$ cat config.mk
export PLATFORM = sky130hd
export DESIGN_NAME = stream_substring_replace
export DESIGN_NICKNAME = d
export VERILOG_FILES = /design/src/hdl/ssr_pkg.sv /design/src/hdl/ssr_datapath.sv /design/src/hdl/ssr_ctrl.sv /design/src/hdl/stream_substring_replace.sv
export SDC_FILE = /design/constraint.sdc
export NUM_CORES = 1
export LEC_CHECK = 0
export BUFFER_PORTS_ARGS = -buffer_cell sky130_fd_sc_hd__clkbuf_2
export CAP_MARGIN = 20
export CELL_PAD_IN_SITES_DETAIL_PLACEMENT = 1
export CELL_PAD_IN_SITES_GLOBAL_PLACEMENT = 2
export CORE_MARGIN = 8
export CORE_UTILIZATION = 36
export CTS_CLUSTER_SIZE = 40
export DETAILED_ROUTE_END_ITERATION = 8
export PLACE_DENSITY = 0.79
export SYNTH_ARGS = -nofsm -noshare
export SYNTH_HDL_FRONTEND = slang
export SYNTH_SLANG_ARGS = --single-unit
$ cat constraint.sdc
create_clock -name clk -period 4.6 [get_ports clk]
set_input_delay 0.46 -clock clk [delete_from_list [all_inputs] [get_ports clk]]
set_output_delay 0.46 -clock clk [all_outputs]
set_load 0.02 [all_outputs]
$ cat src/hdl/ssr_pkg.sv
`timescale 1ns / 1ps
`default_nettype none

package ssr_pkg;

  // Register map: four 64-bit registers at byte address 8*i
  localparam int ADDR_W = 5;
  localparam int DATA_W = 64;
  localparam int LENW   = 4;
  localparam int BYTE_W = 8;

  typedef enum logic [1:0] {
    REG_PATTERN_BYTES  = 2'd0,
    REG_PATTERN_LENGTH = 2'd1,
    REG_REPLACE_BYTES  = 2'd2,
    REG_REPLACE_LENGTH = 2'd3
  } reg_index_t;

  // Source of an emitted byte
  typedef enum logic [1:0] {
    SEL_CHAR = 2'd0,
    SEL_PAT  = 2'd1,
    SEL_REP  = 2'd2
  } emit_sel_t;

  // Match depth update
  typedef enum logic [1:0] {
    D_HOLD = 2'd0,
    D_FALL = 2'd1,
    D_INC  = 2'd2,
    D_ZERO = 2'd3
  } d_op_t;

  // Byte counter update
  typedef enum logic [2:0] {
    CNT_HOLD  = 3'd0,
    CNT_CLR   = 3'd1,
    CNT_INC   = 3'd2,
    CNT_FALL  = 3'd3,
    CNT_FLUSH = 3'd4
  } cnt_op_t;

  typedef struct packed {
    logic      load;
    d_op_t     d_op;
    cnt_op_t   cnt_op;
    logic      emit_en;
    emit_sel_t emit_sel;
    logic      fin_en;
  } cmd_t;

  typedef struct packed {
    logic tbl_ready;
    logic len_zero;
    logic d_zero;
    logic pat_hit;
    logic match_done;
    logic rep_zero;
    logic k_last_pat;
    logic k_last_rep;
    logic item_last;
    logic emit_ok;
    logic fin_ok;
  } status_t;

  // Byte i of a 64-bit word, byte 0 in bits 7:0
  function automatic logic [BYTE_W-1:0] byte_of(input logic [DATA_W-1:0] w,
                                                input logic [2:0] i);
    return w[{i, 3'b000} +: BYTE_W];
  endfunction

endpackage

`default_nettype wire

$ cat src/hdl/ssr_datapath.sv
`timescale 1ns / 1ps
`default_nettype none

module ssr_datapath #(
  parameter int PATTERN_MAX = 8,
  parameter int REPLACE_MAX = 8
) (
  input  wire logic                       clk,
  input  wire logic                       rst,
  // config port
  input  wire logic                       psel,
  input  wire logic                       penable,
  input  wire logic                       pwrite,
  input  wire logic [ssr_pkg::ADDR_W-1:0] paddr,
  input  wire logic [ssr_pkg::DATA_W-1:0] pwdata,
  output logic      [ssr_pkg::DATA_W-1:0] prdata,
  // input word
  input  wire logic [7:0]                 text_byte,
  input  wire logic                       text_last,
  // result word
  output logic                            result_valid,
  input  wire logic                       result_ready,
  output logic      [7:0]                 result_byte,
  output logic                            byte_present,
  output logic                            result_last,
  // controller link
  input  wire ssr_pkg::cmd_t              cmd,
  output ssr_pkg::status_t                st
);
  import ssr_pkg::*;

  localparam int DW   = (PATTERN_MAX > 1) ? $clog2(PATTERN_MAX) : 1;
  localparam int MAXL = (PATTERN_MAX > REPLACE_MAX) ? PATTERN_MAX : REPLACE_MAX;
  localparam int KW   = $clog2(MAXL + 1);

  // Config registers
  logic [DATA_W-1:0] pattern_bytes;
  logic [LENW-1:0]   pattern_length;
  logic [DATA_W-1:0] replace_bytes;
  logic [LENW-1:0]   replace_length;

  // Failure table, rebuilt from the pattern registers every cycle
  logic [DW-1:0] tbl      [PATTERN_MAX];
  logic [DW-1:0] tbl_next [PATTERN_MAX];
  logic          tbl_stale;

  // Item and match state
  logic [7:0]    c_reg;
  logic          last_reg;
  logic [DW-1:0] d;
  logic [KW-1:0] k;
  logic [KW-1:0] kend;

  // Hold stage: the newest byte of an item, kept until we know if it is final
  logic          hold_valid;
  logic [7:0]    hold_byte;

  logic [LENW-1:0] pl;
  logic [LENW-1:0] rl;
  logic [DW-1:0]   f_raw;
  logic [DW-1:0]   f_eff;
  logic [7:0]      emit_byte;
  logic            out_free;
  logic            cfg_we;
  logic            pat_we;
  reg_index_t      widx;

  assign widx   = reg_index_t'(paddr[ADDR_W-1:3]);
  assign cfg_we = psel & penable & pwrite;
  assign pat_we = cfg_we & ((widx == REG_PATTERN_BYTES) | (widx == REG_PATTERN_LENGTH));

  // Clamped lengths
  assign pl = (pattern_length > LENW'(PATTERN_MAX)) ? LENW'(PATTERN_MAX) : pattern_length;
  assign rl = (replace_length > LENW'(REPLACE_MAX)) ? LENW'(REPLACE_MAX) : replace_length;

  // Fallback depth for a broken match
  assign f_raw = tbl[d];
  assign f_eff = (f_raw >= d) ? '0 : f_raw;

  assign out_free = ~result_valid | result_ready;

  // Status to controller
  always_comb begin
    st.tbl_ready  = ~tbl_stale;
    st.len_zero   = (pl == '0);
    st.d_zero     = (d == '0);
    st.pat_hit    = (byte_of(pattern_bytes, 3'(d)) == c_reg);
    st.match_done = ((LENW'(d) + LENW'(1)) == pl);
    st.rep_zero   = (rl == '0);
    st.k_last_pat = ((k + KW'(1)) == kend);
    st.k_last_rep = ((LENW'(k) + LENW'(1)) == rl);
    st.item_last  = last_reg;
    st.emit_ok    = ~hold_valid | out_free;
    st.fin_ok     = out_free;
  end

  // Config read
  always_comb begin
    case (widx)
      REG_PATTERN_BYTES:  prdata = pattern_bytes;
      REG_PATTERN_LENGTH: prdata = DATA_W'(pattern_length);
      REG_REPLACE_BYTES:  prdata = replace_bytes;
      REG_REPLACE_LENGTH: prdata = DATA_W'(replace_length);
      default:            prdata = '0;
    endcase
  end

  // Config write
  always_ff @(posedge clk) begin
    if (rst) begin
      pattern_bytes  <= '0;
      pattern_length <= '0;
      replace_bytes  <= '0;
      replace_length <= '0;
    end else if (cfg_we) begin
      case (widx)
        REG_PATTERN_BYTES:  pattern_bytes  <= pwdata;
        REG_PATTERN_LENGTH: pattern_length <= pwdata[LENW-1:0];
        REG_REPLACE_BYTES:  replace_bytes  <= pwdata;
        REG_REPLACE_LENGTH: replace_length <= pwdata[LENW-1:0];
        default: ;
      endcase
    end
  end

  // Longest proper border of each pattern prefix, entries below pl only
  always_comb begin
    logic hit;
    hit = 1'b0;
    for (int j = 0; j < PATTERN_MAX; j++) begin
      tbl_next[j] = '0;
      if (j >= 2 && LENW'(j) < pl) begin
        for (int b = 1; b < j; b++) begin
          hit = 1'b1;
          for (int t = 0; t < b; t++) begin
            hit = hit & (byte_of(pattern_bytes, 3'(t)) ==
                         byte_of(pattern_bytes, 3'(j - b + t)));
          end
          if (hit) tbl_next[j] = DW'(b);
        end
      end
    end
  end

  always_ff @(posedge clk) begin
    if (rst) begin
      for (int j = 0; j < PATTERN_MAX; j++) tbl[j] <= '0;
      tbl_stale <= 1'b0;
    end else begin
      for (int j = 0; j < PATTERN_MAX; j++) tbl[j] <= tbl_next[j];
      tbl_stale <= pat_we;
    end
  end

  // Item capture
  always_ff @(posedge clk) begin
    if (cmd.load) begin
      c_reg    <= text_byte;
      last_reg <= text_last;
    end
  end

  // Match depth
  always_ff @(posedge clk) begin
    if (rst) begin
      d <= '0;
    end else if (pat_we) begin
      d <= '0;
    end else if (cmd.load) begin
      if (pl == '0 || LENW'(d) >= pl) d <= '0;
    end else begin
      case (cmd.d_op)
        D_FALL:  d <= f_eff;
        D_INC:   d <= d + DW'(1);
        D_ZERO:  d <= '0;
        default: ;
      endcase
    end
  end

  // Byte counter and its end mark
  always_ff @(posedge clk) begin
    case (cmd.cnt_op)
      CNT_CLR:   k <= '0;
      CNT_INC:   k <= k + KW'(1);
      CNT_FALL: begin
        k    <= '0;
        kend <= KW'(d - f_eff);
      end
      CNT_FLUSH: begin
        k    <= '0;
        kend <= KW'(d);
      end
      default: ;
    endcase
  end

  // Emitted byte select
  always_comb begin
    case (cmd.emit_sel)
      SEL_CHAR: emit_byte = c_reg;
      SEL_PAT:  emit_byte = byte_of(pattern_bytes, 3'(k));
      SEL_REP:  emit_byte = byte_of(replace_bytes, 3'(k));
      default:  emit_byte = c_reg;
    endcase
  end

  // Hold stage and output register
  always_ff @(posedge clk) begin
    if (rst) begin
      hold_valid   <= 1'b0;
      result_valid <= 1'b0;
    end else begin
      // output register: take the held byte or the end marker, else drain
      if (cmd.emit_en && hold_valid) begin
        result_valid <= 1'b1;
        result_byte  <= hold_byte;
        byte_present <= 1'b1;
        result_last  <= 1'b0;
      end else if (cmd.fin_en && hold_valid) begin
        result_valid <= 1'b1;
        result_byte  <= hold_byte;
        byte_present <= 1'b1;
        result_last  <= last_reg;
      end else if (cmd.fin_en && last_reg) begin
        // bare end marker
        result_valid <= 1'b1;
        result_byte  <= '0;
        byte_present <= 1'b0;
        result_last  <= 1'b1;
      end else if (result_ready) begin
        result_valid <= 1'b0;
      end
      // hold stage
      if (cmd.emit_en) begin
        hold_valid <= 1'b1;
        hold_byte  <= emit_byte;
      end else if (cmd.fin_en) begin
        hold_valid <= 1'b0;
      end
    end
  end

endmodule

`default_nettype wire

$ cat src/hdl/ssr_ctrl.sv
`timescale 1ns / 1ps
`default_nettype none

module ssr_ctrl (
  input  wire logic             clk,
  input  wire logic             rst,
  input  wire logic             text_valid,
  output logic                  text_ready,
  input  wire ssr_pkg::status_t st,
  output ssr_pkg::cmd_t         cmd
);
  import ssr_pkg::*;

  typedef enum logic [6:0] {
    S_IDLE  = 7'b0000001,
    S_SCAN  = 7'b0000010,
    S_BACK  = 7'b0000100,
    S_CHAR  = 7'b0001000,
    S_REP   = 7'b0010000,
    S_DONE  = 7'b0100000,
    S_FLUSH = 7'b1000000
  } state_t;

  state_t state;
  state_t state_next;

  always_ff @(posedge clk) begin
    if (rst) state <= S_IDLE;
    else     state <= state_next;
  end

  always_comb begin
    state_next   = state;
    text_ready   = 1'b0;
    cmd.load     = 1'b0;
    cmd.d_op     = D_HOLD;
    cmd.cnt_op   = CNT_HOLD;
    cmd.emit_en  = 1'b0;
    cmd.emit_sel = SEL_CHAR;
    cmd.fin_en   = 1'b0;
    case (state)
      // wait for a word, table must be current
      S_IDLE: begin
        text_ready = st.tbl_ready;
        if (text_valid && st.tbl_ready) begin
          cmd.load   = 1'b1;
          state_next = st.len_zero ? S_CHAR : S_SCAN;
        end
      end
      // compare byte against pattern at current depth
      S_SCAN: begin
        if (!st.d_zero && !st.pat_hit) begin
          cmd.d_op   = D_FALL;
          cmd.cnt_op = CNT_FALL;
          state_next = S_BACK;
        end else if (st.pat_hit) begin
          if (st.match_done) begin
            cmd.d_op   = D_ZERO;
            cmd.cnt_op = CNT_CLR;
            state_next = st.rep_zero ? S_DONE : S_REP;
          end else begin
            cmd.d_op   = D_INC;
            state_next = S_DONE;
          end
        end else begin
          state_next = S_CHAR;
        end
      end
      // give back bytes that can no longer start a match
      S_BACK: begin
        if (st.emit_ok) begin
          cmd.emit_en  = 1'b1;
          cmd.emit_sel = SEL_PAT;
          cmd.cnt_op   = CNT_INC;
          if (st.k_last_pat) state_next = S_SCAN;
        end
      end
      S_CHAR: begin
        if (st.emit_ok) begin
          cmd.emit_en  = 1'b1;
          cmd.emit_sel = SEL_CHAR;
          state_next   = S_DONE;
        end
      end
      S_REP: begin
        if (st.emit_ok) begin
          cmd.emit_en  = 1'b1;
          cmd.emit_sel = SEL_REP;
          cmd.cnt_op   = CNT_INC;
          if (st.k_last_rep) state_next = S_DONE;
        end
      end
      // flush held bytes on the last word, then close the item
      S_DONE: begin
        if (st.item_last && !st.d_zero) begin
          cmd.d_op   = D_ZERO;
          cmd.cnt_op = CNT_FLUSH;
          state_next = S_FLUSH;
        end else if (st.fin_ok) begin
          cmd.fin_en = 1'b1;
          state_next = S_IDLE;
        end
      end
      S_FLUSH: begin
        if (st.emit_ok) begin
          cmd.emit_en  = 1'b1;
          cmd.emit_sel = SEL_PAT;
          cmd.cnt_op   = CNT_INC;
          if (st.k_last_pat) state_next = S_DONE;
        end
      end
      default: state_next = S_IDLE;
    endcase
  end

endmodule

`default_nettype wire

$ cat src/hdl/stream_substring_replace.sv
`timescale 1ns / 1ps
`default_nettype none

// Streaming find-and-replace. Text comes in one byte per word; every leftmost,
// non-overlapping occurrence of the pattern (pattern_bytes/pattern_length, up
// to PATTERN_MAX bytes) is replaced by replace_bytes/replace_length, and other
// bytes pass through in order. Pattern length 0 passes text through unchanged.
// Each word is scanned against the pattern, with an extra scan step for each
// failure-table fallback and a flush on the last word; result bytes leave one
// at a time through the single output port, and no new word is taken until the
// current one is done. The last result of a text carries result_last; if the
// last input byte makes no byte, a bare marker with byte_present low is sent.
// Writing the pattern drops any partial match and blocks input while the
// failure table is rebuilt. Registers sit at byte addresses 0, 8, 16 and 24.
module stream_substring_replace #(
  parameter int PATTERN_MAX = 8,
  parameter int REPLACE_MAX = 8
) (
  input  wire logic                       clk,
  input  wire logic                       rst,
  input  wire logic                       psel,
  input  wire logic                       penable,
  input  wire logic                       pwrite,
  input  wire logic [ssr_pkg::ADDR_W-1:0] paddr,
  input  wire logic [ssr_pkg::DATA_W-1:0] pwdata,
  output logic      [ssr_pkg::DATA_W-1:0] prdata,
  output logic                            pready,
  input  wire logic                       text_valid,
  output logic                            text_ready,
  input  wire logic [7:0]                 text_byte,
  input  wire logic                       text_last,
  output logic                            result_valid,
  input  wire logic                       result_ready,
  output logic      [7:0]                 result_byte,
  output logic                            byte_present,
  output logic                            result_last
);
  import ssr_pkg::*;

  cmd_t    cmd;
  status_t st;

  assign pready = 1'b1;

  ssr_ctrl u_ctrl (
    .clk        (clk),
    .rst        (rst),
    .text_valid (text_valid),
    .text_ready (text_ready),
    .st         (st),
    .cmd        (cmd)
  );

  ssr_datapath #(
    .PATTERN_MAX (PATTERN_MAX),
    .REPLACE_MAX (REPLACE_MAX)
  ) u_datapath (
    .clk          (clk),
    .rst          (rst),
    .psel         (psel),
    .penable      (penable),
    .pwrite       (pwrite),
    .paddr        (paddr),
    .pwdata       (pwdata),
    .prdata       (prdata),
    .text_byte    (text_byte),
    .text_last    (text_last),
    .result_valid (result_valid),
    .result_ready (result_ready),
    .result_byte  (result_byte),
    .byte_present (byte_present),
    .result_last  (result_last),
    .cmd          (cmd),
    .st           (st)
  );

endmodule

`default_nettype wire

Word level (Yosys, flattened, before mapping)
Memories as Yosys holds them, arrays and structs flattened. A register that Yosys moved wholly into a read port is not among the register bits.
Cells that the tools add are included.

storage, ports and cells
  bits in registers = 184
  bits in latches = 0
  RAM bits = 24
  ROM bits = 0
  input port bits = 85
  output and inout bits = 77
  logic and storage cells = 248
  memories kept = 1

cells by class
  add/sub/neg operators = 4
  multipliers = 0
  div/mod/pow operators = 0
  order comparisons = 10
  eq/ne operators = 54
  shift-type cells = 3
  multiplexer cells = 95
  bitwise operators = 33
  reduce and logical (&&, ||, !) cells = 31

memories
  memory          depth  bits a word  read ports  clocked after memory_dff  wr ports  line                text
  u_datapath.tbl  8      3            1           1                         8         ssr_datapath.sv:43  logic [DW-1:0] tbl [PATTERN_MAX];

operators with widths
  cell                                                   count
  one-hot mux 64 bit (4 select lines)                    1
  variable part select 64 x 7 -> 8 bit                   3
  == test 8 bit                                          22
  2-to-1 mux 7 bit                                       13
  2-to-1 mux 3 bit                                       26
  one-hot mux 7 bit (7 select lines)                     1
  2-to-1 mux 1 bit                                       26
  2-to-1 mux 5 bit                                       5
  2-to-1 mux 8 bit                                       3
  bitwise AND 1 bit                                      18
  2-to-1 mux 2 bit                                       9
  one-hot mux 3 bit (3 select lines)                     2
  < comparator 3 x 4 -> 1 bit (first input constant)     4
  one-hot mux 4 bit (2 select lines)                     2
  one-hot mux 8 bit (2 select lines)                     1
  inequality test 2 bit (second input constant)          7
  AND reduction 2 bit                                    7
  == test 4 bit                                          3
  2-to-1 mux 4 bit                                       3
  one-hot mux 3 bit (4 select lines)                     1
  bitwise OR 1 bit                                       11
  == test 2 bit (second input constant)                  5
  AND reduction 9 bit                                    1
  greater-than comparator 4 bit (second input constant)  2
  other kinds (34)                                       54

Depth between registers and ports, before layout
Gate-level depths: netlist of run 1.

  depth in word-level cells = 12
  mapped depth = 14
  gate-level depth less buffers = 13

Hierarchy
Synthesis of run 1 repeated with hierarchy kept, for this count alone.

unflattened totals
  cells, all modules = 1461
  area, all modules = 12802.3 µm²

by module, submodules not included
  module                    times used  cells each  area each (µm²)  seq. area each (µm²)
  ssr_datapath              1           1366        12139.1          4234.1
  ssr_ctrl                  1           93          651.9            140.1
  stream_substring_replace  1           2           11.3             0.0

Worst setup path after synthesis of run 1
OpenSTA, ideal clock, no wires.

  path kind = reg2reg
  start point = register with a tool-made name
  end point = register u_datapath.kend[2] (data pin)
  setup time = 0.285 ns
  arrival time = 2.913 ns
  required time = 4.315 ns
  path slack = 1.402 ns
  cell stages (with the launch flop) = 13
  path buffers = 1
  period minus slack after synthesis = 3.198 ns
  cell sequence = dfxtp_1 -> clkbuf_1 -> mux4_2 -> a22oi_1 -> ha_1 -> nand2b_1 -> a21o_1 -> a21o_1 -> or2_2 -> ha_1 -> xnor2_1 -> nor2_1 -> a21oi_1

RTL lines
  what                  line                 text
  end signal, assigned  ssr_datapath.sv:188  kend <= KW'(d - f_eff);
  end signal, assigned  ssr_datapath.sv:192  kend <= KW'(d);
  end, declared         ssr_datapath.sv:52   logic [KW-1:0] kend;

Worst setup path in the final report of run 1
  start point = register u_datapath.d[0]
  end point = register u_datapath.result_byte[5] (enable)

on the way
  longest elaborated chain between the ends = 8
  elaborated cells on any way between the ends = 9
  classes of those cells = mux: 2; reduce/logical: 7

RTL lines
  what                                  line                                      text
  start, declared                       ssr_datapath.sv:50                        logic [DW-1:0] d;
  start signal, assigned                ssr_datapath.sv:174                       D_INC: d <= d + DW'(1);
  zero test 3 bit *                     ssr_datapath.sv:86                        st.d_zero = (d == '0);
  zero test 1 bit *                     ssr_ctrl.sv:95                            if (st.item_last && !st.d_zero) begin
  logical AND 1 bit *                   ssr_ctrl.sv:95
  2-to-1 mux 1 bit *                    ssr_ctrl.sv:95
  2-to-1 mux 1 bit *                    ssr_ctrl.sv:41                            case (state)
  logical AND 1 bit (on tied branches)  ssr_datapath.sv:225, ssr_datapath.sv:220
  nonzero test 3 bit (no line) *        --
  AND reduction 2 bit (no line) *       --
  end signal, assigned                  ssr_datapath.sv:217                       result_byte <= hold_byte;
  end signal, assigned                  ssr_datapath.sv:222                       result_byte <= hold_byte;
  end, declared                         ssr_datapath.sv:23                        output logic [7:0] result_byte,

Mark *: on every way between the ends. The rest lies on a longest branch, timed or not.
A chain may end at the register's enable or synchronous reset.

==> out/qor.yml, run 1 <==
run_status:
  status: "finished clean"
synthesis:
  async_flop_share: 0
  yosysUniqueCellTypes: 66
  yosysTopAreaCell: "dfxtp_1"
  synth_top_area_frac: 0.265
  synth_flop_cell: "dfxtp_1"
  synth-edff-count: 35
  syn_avg_cell_area_sq_um: 8.70
  synthTopCellsByArea: "dfxtp_1 (27%), mux4_2 (10%), nand2_1 (8.6%)"
  synth_commonest_cells: "nand2_1 (287), dfxtp_1 (166), a21oi_1 (144)"
  ys_ff_latch: 201
  syn-num-nets: 1537
  syn-instance-count: 1438
  ys_warn_count: 0
  seq_area_frac_synth: 0.349
  netlist_area_sq_um: 12500
  synth.most_common_cell: "nand2_1"
routing:
  via_per_inst: 5.67
  drt_iter0_drc: 794
  antenna_left: 0
  drt_pass1_iterations: 5
  drt_wl_total_mm: 48.4
  drc: 0
  vias: 11300
  wl_per_cell_um: 24.3
clocking:
  ctsResizeCount: 0
  path_clk_slew_ns: 0.06
  cts_inserted_buffers: 24
  cts_buffer_depth: 3
  htree_levels: 1
  cts_tree: "yes"
  postCtsSetupBuffers: 0
  hold_buffers: 0
  cts.sinks: 201
  insertion_delay_ns: 0.52
  cts_root_buf: "clkbuf_16"
timing:
  worst_hold_slack_ns: 0.131
  tightest_slew_ns: 0.926
  fin_crit_ns: 3.82
  max_slew_margin: 0.382
  setup_slack_ns: 0.783
  hold_viol_final: 0
  timing.fmax_mhz: 262
  slew_viol_final: 0
  fin_skew_ns: 0.00783
  finalSetupViolCount: 0
  period_share: 0.830
  rsz0062_at_grt: "no"
  setup_tns_ns: 0
finish:
  reg.largest.list: "u_datapath.pattern_bytes x64, u_datapath.replace_bytes x64, u_datapath.tbl x14"
  num_antenna_cells: 0
  fin_area_sq_um: 14500
  fin_nets: 1620
  syn_to_final_growth_pct: 15.5
  fillers: 4069
  fin_cells: 1994
  drive_gt1_frac: 0.208
floorplan:
  row_count: 68
  fp.dieW_um: 202
  dieArea_sq_um: 41000
  design.core.area_sq_um: 34400
  io_pins: 162
  initial_core_util: 0.364
  die_h_um: 202
global_routing:
  grt_pass1_wl_mm: 74.5
  grtUsageTotal: 0.230
  grt_antenna_before_repair: 0
  grt_pass1_vias: 12000
  overflow: 0
  grt_max_degree: 82
place:
  pre_cts_slack_ns: 0.788
  gp_congestion: 0.951
  dpl.cell_count: 1949
  hpwl_mm: 34.1
  placed_area_sq_um: 13600
  io_buffers: 157
worst_setup_path:
  start_kind: "flop"
  worstPathArrival_ns: 3.97
  cp.required_ns: 4.75
  end_kind: "flop"
  crit_type: "flop to flop"
  worstPathMaxFanout: 16
pwr:
  p_leak_nw: 6.00
  ir_drop_mv: 0.289
  p_per_area_nw_per_um2: 302
hold_path:
  hp-class: "input pin to flop"
flow_run:
  cap_violations: 0
## kinds of logic (layout without fill, tap and decap cells)
group	Yosys count	count (layout)	synth area share
simple gates	559	559	0.202
compound gates	207	207	0.0940
flops	201	201	0.349
xor+xnor	157	157	0.113
buf+inv	150	251	0.0476
mux	149	149	0.179
fa+ha+maj	14	14	0.0146
other cells	1	1	0.000300
## through the flow
stage / utilization / total power [mW]
floorplan: - / 2.22
global placement: 0.397 / 2.40
detailed placement: 0.397 / 2.41
CTS: 0.421 / 4.39
global route: 0.421 / 4.52
finish: 0.421 / 4.37
## where the power goes
part           switching [mW]  leakage [nW]  internal (mW)
logic                   0.313          3.94          0.180
registers              0.0556          1.65           1.84
clock network           0.774         0.408           1.21
## layout by cell type (no fill, tap or decap), types with 31 or more instances in the layout
cell,netlist,final
a21oi_1,144,144
mux2i_1,75,75
edfxtp_1,35,35
dfxtp_1,166,166
nand2_1,287,287
xor2_1,100,100
xnor2_1,54,54
nor3_1,33,32
clkbuf_2,0,154
mux4_2,58,58
nor4_1,31,31
buf_4,3,42
nor2_1,98,97
## routing by layer
metal / share of wire / routed length [um] / track usage / vias up
met5: 0 / 0 / 0 / -
met1: 0.44 / 21200 / 0.307 / 5714
li1: - / - / - / 5154
met2: 0.47 / 22800 / 0.378 / 363
met4: 0.034 / 1650 / 0.0769 / 0
met3: 0.057 / 2750 / 0.0338 / 81
## area by class of cell
cell class | count | area (sq um) | share of cell area
Clock inverter | 12 | 136 | 0.00943
Inverter | 9 | 33.8 | 0.00234
Sequential cell | 201 | 4370 | 0.302
Timing Repair Buffer | 198 | 1100 | 0.0760
Clock buffer | 32 | 682 | 0.0472
Tap cell | 455 | 569 | 0.0394
Multi-Input combinational cell | 1087 | 7570 | 0.523
## path summary, 6_finish.rpt
path,start,endpoint,slack [ns],cells after the start
setup / recovery,u_datapath.d[0],u_datapath.result_byte[5],0.78,8
hold / removal,text_last,u_datapath.last_reg,0.13,1
setup reg to reg,u_datapath.d[0],u_datapath.result_byte[5],0.78,8
hold reg to reg,u_datapath.replace_bytes[31],u_datapath.replace_bytes[31],0.47,2
## worst max-delay path: stages, from the launching register on
cell,delay (ns)
dfxtp_1,0.60
buf_4,0.35
inv_1,0.14
ha_1,0.18
nor2b_1,0.42
o2111ai_1,0.29
a21oi_1,0.68
a31oi_1,0.11
nor2_1,0.67
Note: power is estimated with default switching activity, not from simulation.
==> inputs of run 2 (changes only) <==
CORE_UTILIZATION = 32   (was 36)
PLACE_DENSITY = 0.74   (was 0.79)
clock period = 3.2 ns   (was 4.6 ns; I/O delays follow)
==> run 2 against run 1 <==
  * Clock-buffer cell count rose by 8
  * Worst setup slack worse by 0.71 ns
  * Final cell count rose by 7.2%
  * Routed wire length up 11%
  * Maximum frequency up 22%
  * Final area rose by 5.1%
  * Hold slack worse by 0.12 ns
  * Power is 41% higher
  * Critical path type unchanged
  * Sequential power up 44%
  * Clock skew increased by 0.013 ns
  * Combinational power is 59% higher
==> out/qor.yml, run 2 (synthesis results as in run 1) <==
run_status:
  status: "finished clean"
finish:
  layout_common_cells: "nand2_1 (287), dfxtp_1 (165), clkbuf_2 (154)"
  drive_gt1_frac: 0.241
  final_core_util: 0.393
  fin_nets: 1701
  fin_cells: 2137
  final_common_cell: "nand2_1"
  num_antenna_cells: 0
  syn_to_final_growth_pct: 21.5
  fillers: 4517
  reg.largest.list: "u_datapath.pattern_bytes x64, u_datapath.replace_bytes x64, u_datapath.tbl x14"
clocking:
  cts.sinks: 201
  cts_buffer_depth: 3
  cts_tree: "yes"
  cts_inserted_buffers: 24
  path_clk_slew_ns: 0.06
  htree_levels: 1
  cts_root_buf: "clkbuf_16"
  insertion_delay_ns: 0.54
worst_setup_path:
  ff2ff_path_depth: 8
  cp.required_ns: 3.47
  crit_end: "u_datapath.k[3]"
  worstPathArrival_ns: 3.40
  startpoint: "u_datapath.d[0]"
  r2r_setup_slack_ns: 0.07
  r2r_end: "u_datapath.k[3]"
  start_kind: "flop"
  timing.rr.start: "u_datapath.d[0]"
  worstPathMaxFanout: 16
  crit_type: "flop to flop"
  end_kind: "flop"
routing:
  drt_wl_total_mm: 53.7
  drt_pass1_iterations: 5
  via_per_inst: 5.51
  drt_iter0_drc: 1095
  wl_per_cell_um: 25.1
  drc: 0
  antenna_left: 0
  vias: 11800
floorplan:
  io_pins: 162
  die_h_um: 214
  design.core.area_sq_um: 38600
  initial_core_util: 0.324
  dieArea_sq_um: 45700
  row_count: 72
  fp.dieW_um: 214
place:
  io_buffers: 157
  dpl.cell_count: 2082
  pre_cts_slack_ns: 0.0845
  gp_congestion: 0.936
  hpwl_mm: 39.6
pwr:
  p_per_area_nw_per_um2: 405
  p_leak_nw: 6.40
  ir_drop_mv: 0.364
global_routing:
  grtUsageTotal: 0.234
  grt_antenna_before_repair: 1
  grt_max_degree: 67
  overflow: 0
  grt_pass1_wl_mm: 80.7
  grt_pass1_vias: 12200
timing:
  setup_tns_ns: 0
  period_share: 0.978
  fin_skew_ns: 0.0209
  fin_crit_ns: 3.13
  hold_viol_final: 0
  finalSetupViolCount: 0
  timing.fmax_mhz: 319
  slew_viol_final: 0
  tightest_slew_ns: 0.998
  max_slew_margin: 0.329
  setup_slack_ns: 0.0692
flow_run:
  cap_violations: 0
hold_path:
  hp-class: "input pin to flop"
## run 2: changes by cell type in the layout (fill, tap and decap cells not counted), sizes merged
cell and delta:
inv -1, clkbuf +7, buf +71, clkinv -5, dlygate4sd3 +11, bufinv -3
## run 2: layer usage
| metal | track usage | routed length (um) | vias up |
|---|---|---|---|
| li1 | - | - | 5321 |
| met1 | 0.311 | 23200 | 5910 |
| met2 | 0.388 | 25400 | 448 |
| met3 | 0.0308 | 3190 | 104 |
| met4 | 0.0752 | 1900 | 0 |
| met5 | 0 | 0 | - |
## run 2: metrics by stage
step	total power, mW	cell area, sq um	hold slack (ns)
CTS	6.22	15200	0.000749
global placement	3.51	14300	0.462
detailed placement	3.52	14300	0.467
finish	6.16	15200	0.0161
floorplan	3.19	12500	0.419
global route	6.39	15200	0.0128
## run 2: worst max-delay path, stage by stage, from the launching register on
cell,delay (ns)
dfxtp_1,0.39
buf_12,0.19
mux4_2,0.58
mux2i_1,0.19
xor2_1,0.20
nand4_2,0.20
nor3_4,0.24
mux2_2,0.39
a2111o_1,0.46
## run 2: report_power, final
part | total [mW] | switching (mW) | internal (mW)
combinational | 0.782 | 0.489 | 0.294
sequential | 2.72 | 0.0751 | 2.64
clock | 2.67 | 1.10 | 1.57
## run 2: what timing repair did
action,4_1_cts,5_1_grt
gates resized for setup,0,3
hold buffers,11,0
hold endpoints to repair,11,0
endpoints found under the setup margin,0,13
setup buffers,0,1
## run 2: layout make-up
class	instances	area, sq um	area share
Multi-Input combinational cell	1087	7570	0.498
Sequential cell	201	4380	0.288
Timing Repair Buffer	279	1810	0.119
Clock buffer	40	741	0.0487
Tap cell	518	648	0.0426
Inverter	9	33.8	0.00222
Clock inverter	3	26.3	0.00173
## run 2: how the worst min path moves through the flow
stage / to / startpoint / slack [ns] / cells past startpoint
finish: u_datapath.replace_bytes[32] / pwdata[32] / 0.02 / 3
global route: u_datapath.replace_bytes[45] / pwdata[45] / 0.01 / 3
CTS: u_datapath.replace_bytes[39] / pwdata[39] / 0.0007 / 3
detailed placement: u_datapath.replace_bytes[52] / u_datapath.replace_bytes[52] / 0.47 / 2
global placement: u_datapath.replace_bytes[34] / u_datapath.replace_bytes[34] / 0.46 / 2
floorplan: u_datapath.c_reg[0] / text_byte[0] / 0.42 / 0
==> inputs of run 3 (changes only) <==
CELL_PAD_IN_SITES_DETAIL_PLACEMENT = default   (was 1)
CELL_PAD_IN_SITES_GLOBAL_PLACEMENT = default   (was 2)
CORE_UTILIZATION = 53   (was 32)
PLACE_DENSITY = 0.75   (was 0.74)
RECOVER_POWER = 25   (was default)
==> run 3 against run 2 <==
  * The run now ends with max-capacitance violations, max-slew violations left
  * Final area down 2.8%
  * Final cell count down 10%
  * Sequential share of layout area up 0.84 points
  * Global-route usage up 7.4 points
  * Sequential cell count unchanged
  * Sequential power about the same
  * Worst setup slack better by 0.0055 ns
  * Clock skew down 0.0071 ns
  * Critical path depth unchanged
  * Critical endpoint is now u_datapath.hold_byte[7]
  * Largest cell class unchanged
==> out/qor.yml, run 3 (synthesis results as in run 1) <==
timing:
  hold_viol_final: 0
  worst_hold_slack_ns: 0.0377
  setup_tns_ns: 0
  fin_crit_ns: 3.13
  rsz0062_at_grt: "no"
  setup_slack_ns: 0.0747
  timing.fmax_mhz: 320
  finalSetupViolCount: 0
  fin_skew_ns: 0.0138
  tightest_slew_ns: 1.53
  max_slew_margin: -0.0172
  slew_viol_final: 92
  period_share: 0.977
worst_setup_path:
  end_kind: "flop"
  path_buf_inv: 1
  start_kind: "flop"
  crit_type: "flop to flop"
  worstPathArrival_ns: 3.38
  cpMaxStageDelayCell: "or4_1"
  timing.rr.start: "u_ctrl.state[5]"
  worstPathMaxFanout: 31
  cpMostUsedCell: "mux4_2"
  critical_path.max_stage_delay_ns: 0.56
  cp.required_ns: 3.45
  r2r_setup_slack_ns: 0.07
  crit_family: "multiplexers"
  crit_chain: "or4_1 -> nor3_1 -> nand2_1 -> ha_1 -> buf_12 -> mux4_2 -> mux4_2 -> mux2_2"
  startpoint: "u_ctrl.state[5]"
global_routing:
  grt_antenna_before_repair: 0
  overflow: 0
  grtUsageTotal: 0.307
  grt_pass1_vias: 11400
  grt_max_degree: 79
  grt_pass1_wl_mm: 68.8
routing:
  via_per_inst: 6.16
  drt_iter0_drc: 1478
  drt_wl_total_mm: 45.3
  drc: 0
  wl_per_cell_um: 23.5
  vias: 11800
  drt_pass1_iterations: 6
  antenna_left: 0
place:
  dpl.cell_count: 1876
  pre_cts_slack_ns: 0.103
  hpwl_mm: 32.7
  io_buffers: 157
  placed_area_sq_um: 14000
  gp_congestion: 1.01
clocking:
  postCtsSetupBuffers: 0
  cts_tree: "yes"
  insertion_delay_ns: 0.51
  cts_buffer_depth: 3
  cts.sinks: 201
  cts_root_buf: "clkbuf_16"
  htree_levels: 1
  cts_inserted_buffers: 21
  path_clk_slew_ns: 0.06
floorplan:
  dieArea_sq_um: 28800
  io_pins: 162
  fp.dieW_um: 170
  row_count: 56
  design.core.area_sq_um: 23300
  die_h_um: 170
  initial_core_util: 0.536
hold_path:
  hp-start: "pwdata[4]"
  hp-class: "input pin to flop"
pwr:
  ir_drop_mv: 0.367
  p_per_area_nw_per_um2: 405
  finalPower_mw: 5.99
  p_leak_nw: 6.27
finish:
  layout_common_cells: "nand2_1 (287), dfxtp_1 (165), clkbuf_2 (145)"
  fin_cells: 1923
  num_antenna_cells: 0
  final_core_util: 0.633
  reg.largest.list: "u_datapath.pattern_bytes x64, u_datapath.replace_bytes x64, u_datapath.tbl x14"
  drive_gt1_frac: 0.227
  fin_area_sq_um: 14800
  syn_to_final_growth_pct: 18.0
  fin_nets: 1688
  final_common_cell: "nand2_1"
run_status:
  violations: "max-capacitance violations, max-slew violations"
  status: "finished, violations left"
flow_run:
  cap_violations: 2
-- run 3: changes by cell type in the layout (fill, tap and decap cells not counted), moves of 2 or more --
cell	change
clkbuf_8	-6
bufinv_16	+3
clkbuf_16	-3
clkbuf_2	-9
buf_4	-10
dlygate4sd3_1	-2
clkinv_1	+2
clkinvlp_4	+2
clkbuf_1	+9
-- run 3: worst paths after layout --
kind / depth (start not counted) / end
worst min-delay path: 3 / u_datapath.replace_bytes[4]
worst min register to register: 2 / u_datapath.replace_bytes[34]
worst max-delay path: 8 / u_datapath.hold_byte[7]
worst max register to register: 8 / u_datapath.hold_byte[7]
-- run 3: worst min-delay path: stages --
cell	delay, ns
clkbuf_2	0.09
nand2_1	0.05
a21oi_1	0.05
-- run 3: cell type report --
type                    instances  area (sq um)
clock inverters                11           136
inverters                       9          33.8
well taps                     319           399
clock buffers                  27           568
fillers                      1971          8560
multi-input cells            1087          7570
repair buffers                269          1690
flip-flops and latches        201          4380
-- run 3: routing by layer --
layer	vias to the layer above	wire length [um]	track usage
li1	5302	-	-
met1	5707	17700	0.398
met2	691	20600	0.489
met3	137	4780	0.0637
met4	0	2240	0.135
met5	-	0	0
-- run 3: what timing repair did --
action | in CTS | in global routing
gates resized for setup | 0 | 2
hold endpoints to repair | 9 | 0
hold buffers | 9 | 0
setup endpoints to repair | 0 | 2
-- run 3: power breakdown --
group	switching (mW)	internal, mW	leakage (nW)
clock	1.04	1.50	0.336
combinational	0.457	0.285	4.29
sequential	0.0675	2.64	1.65
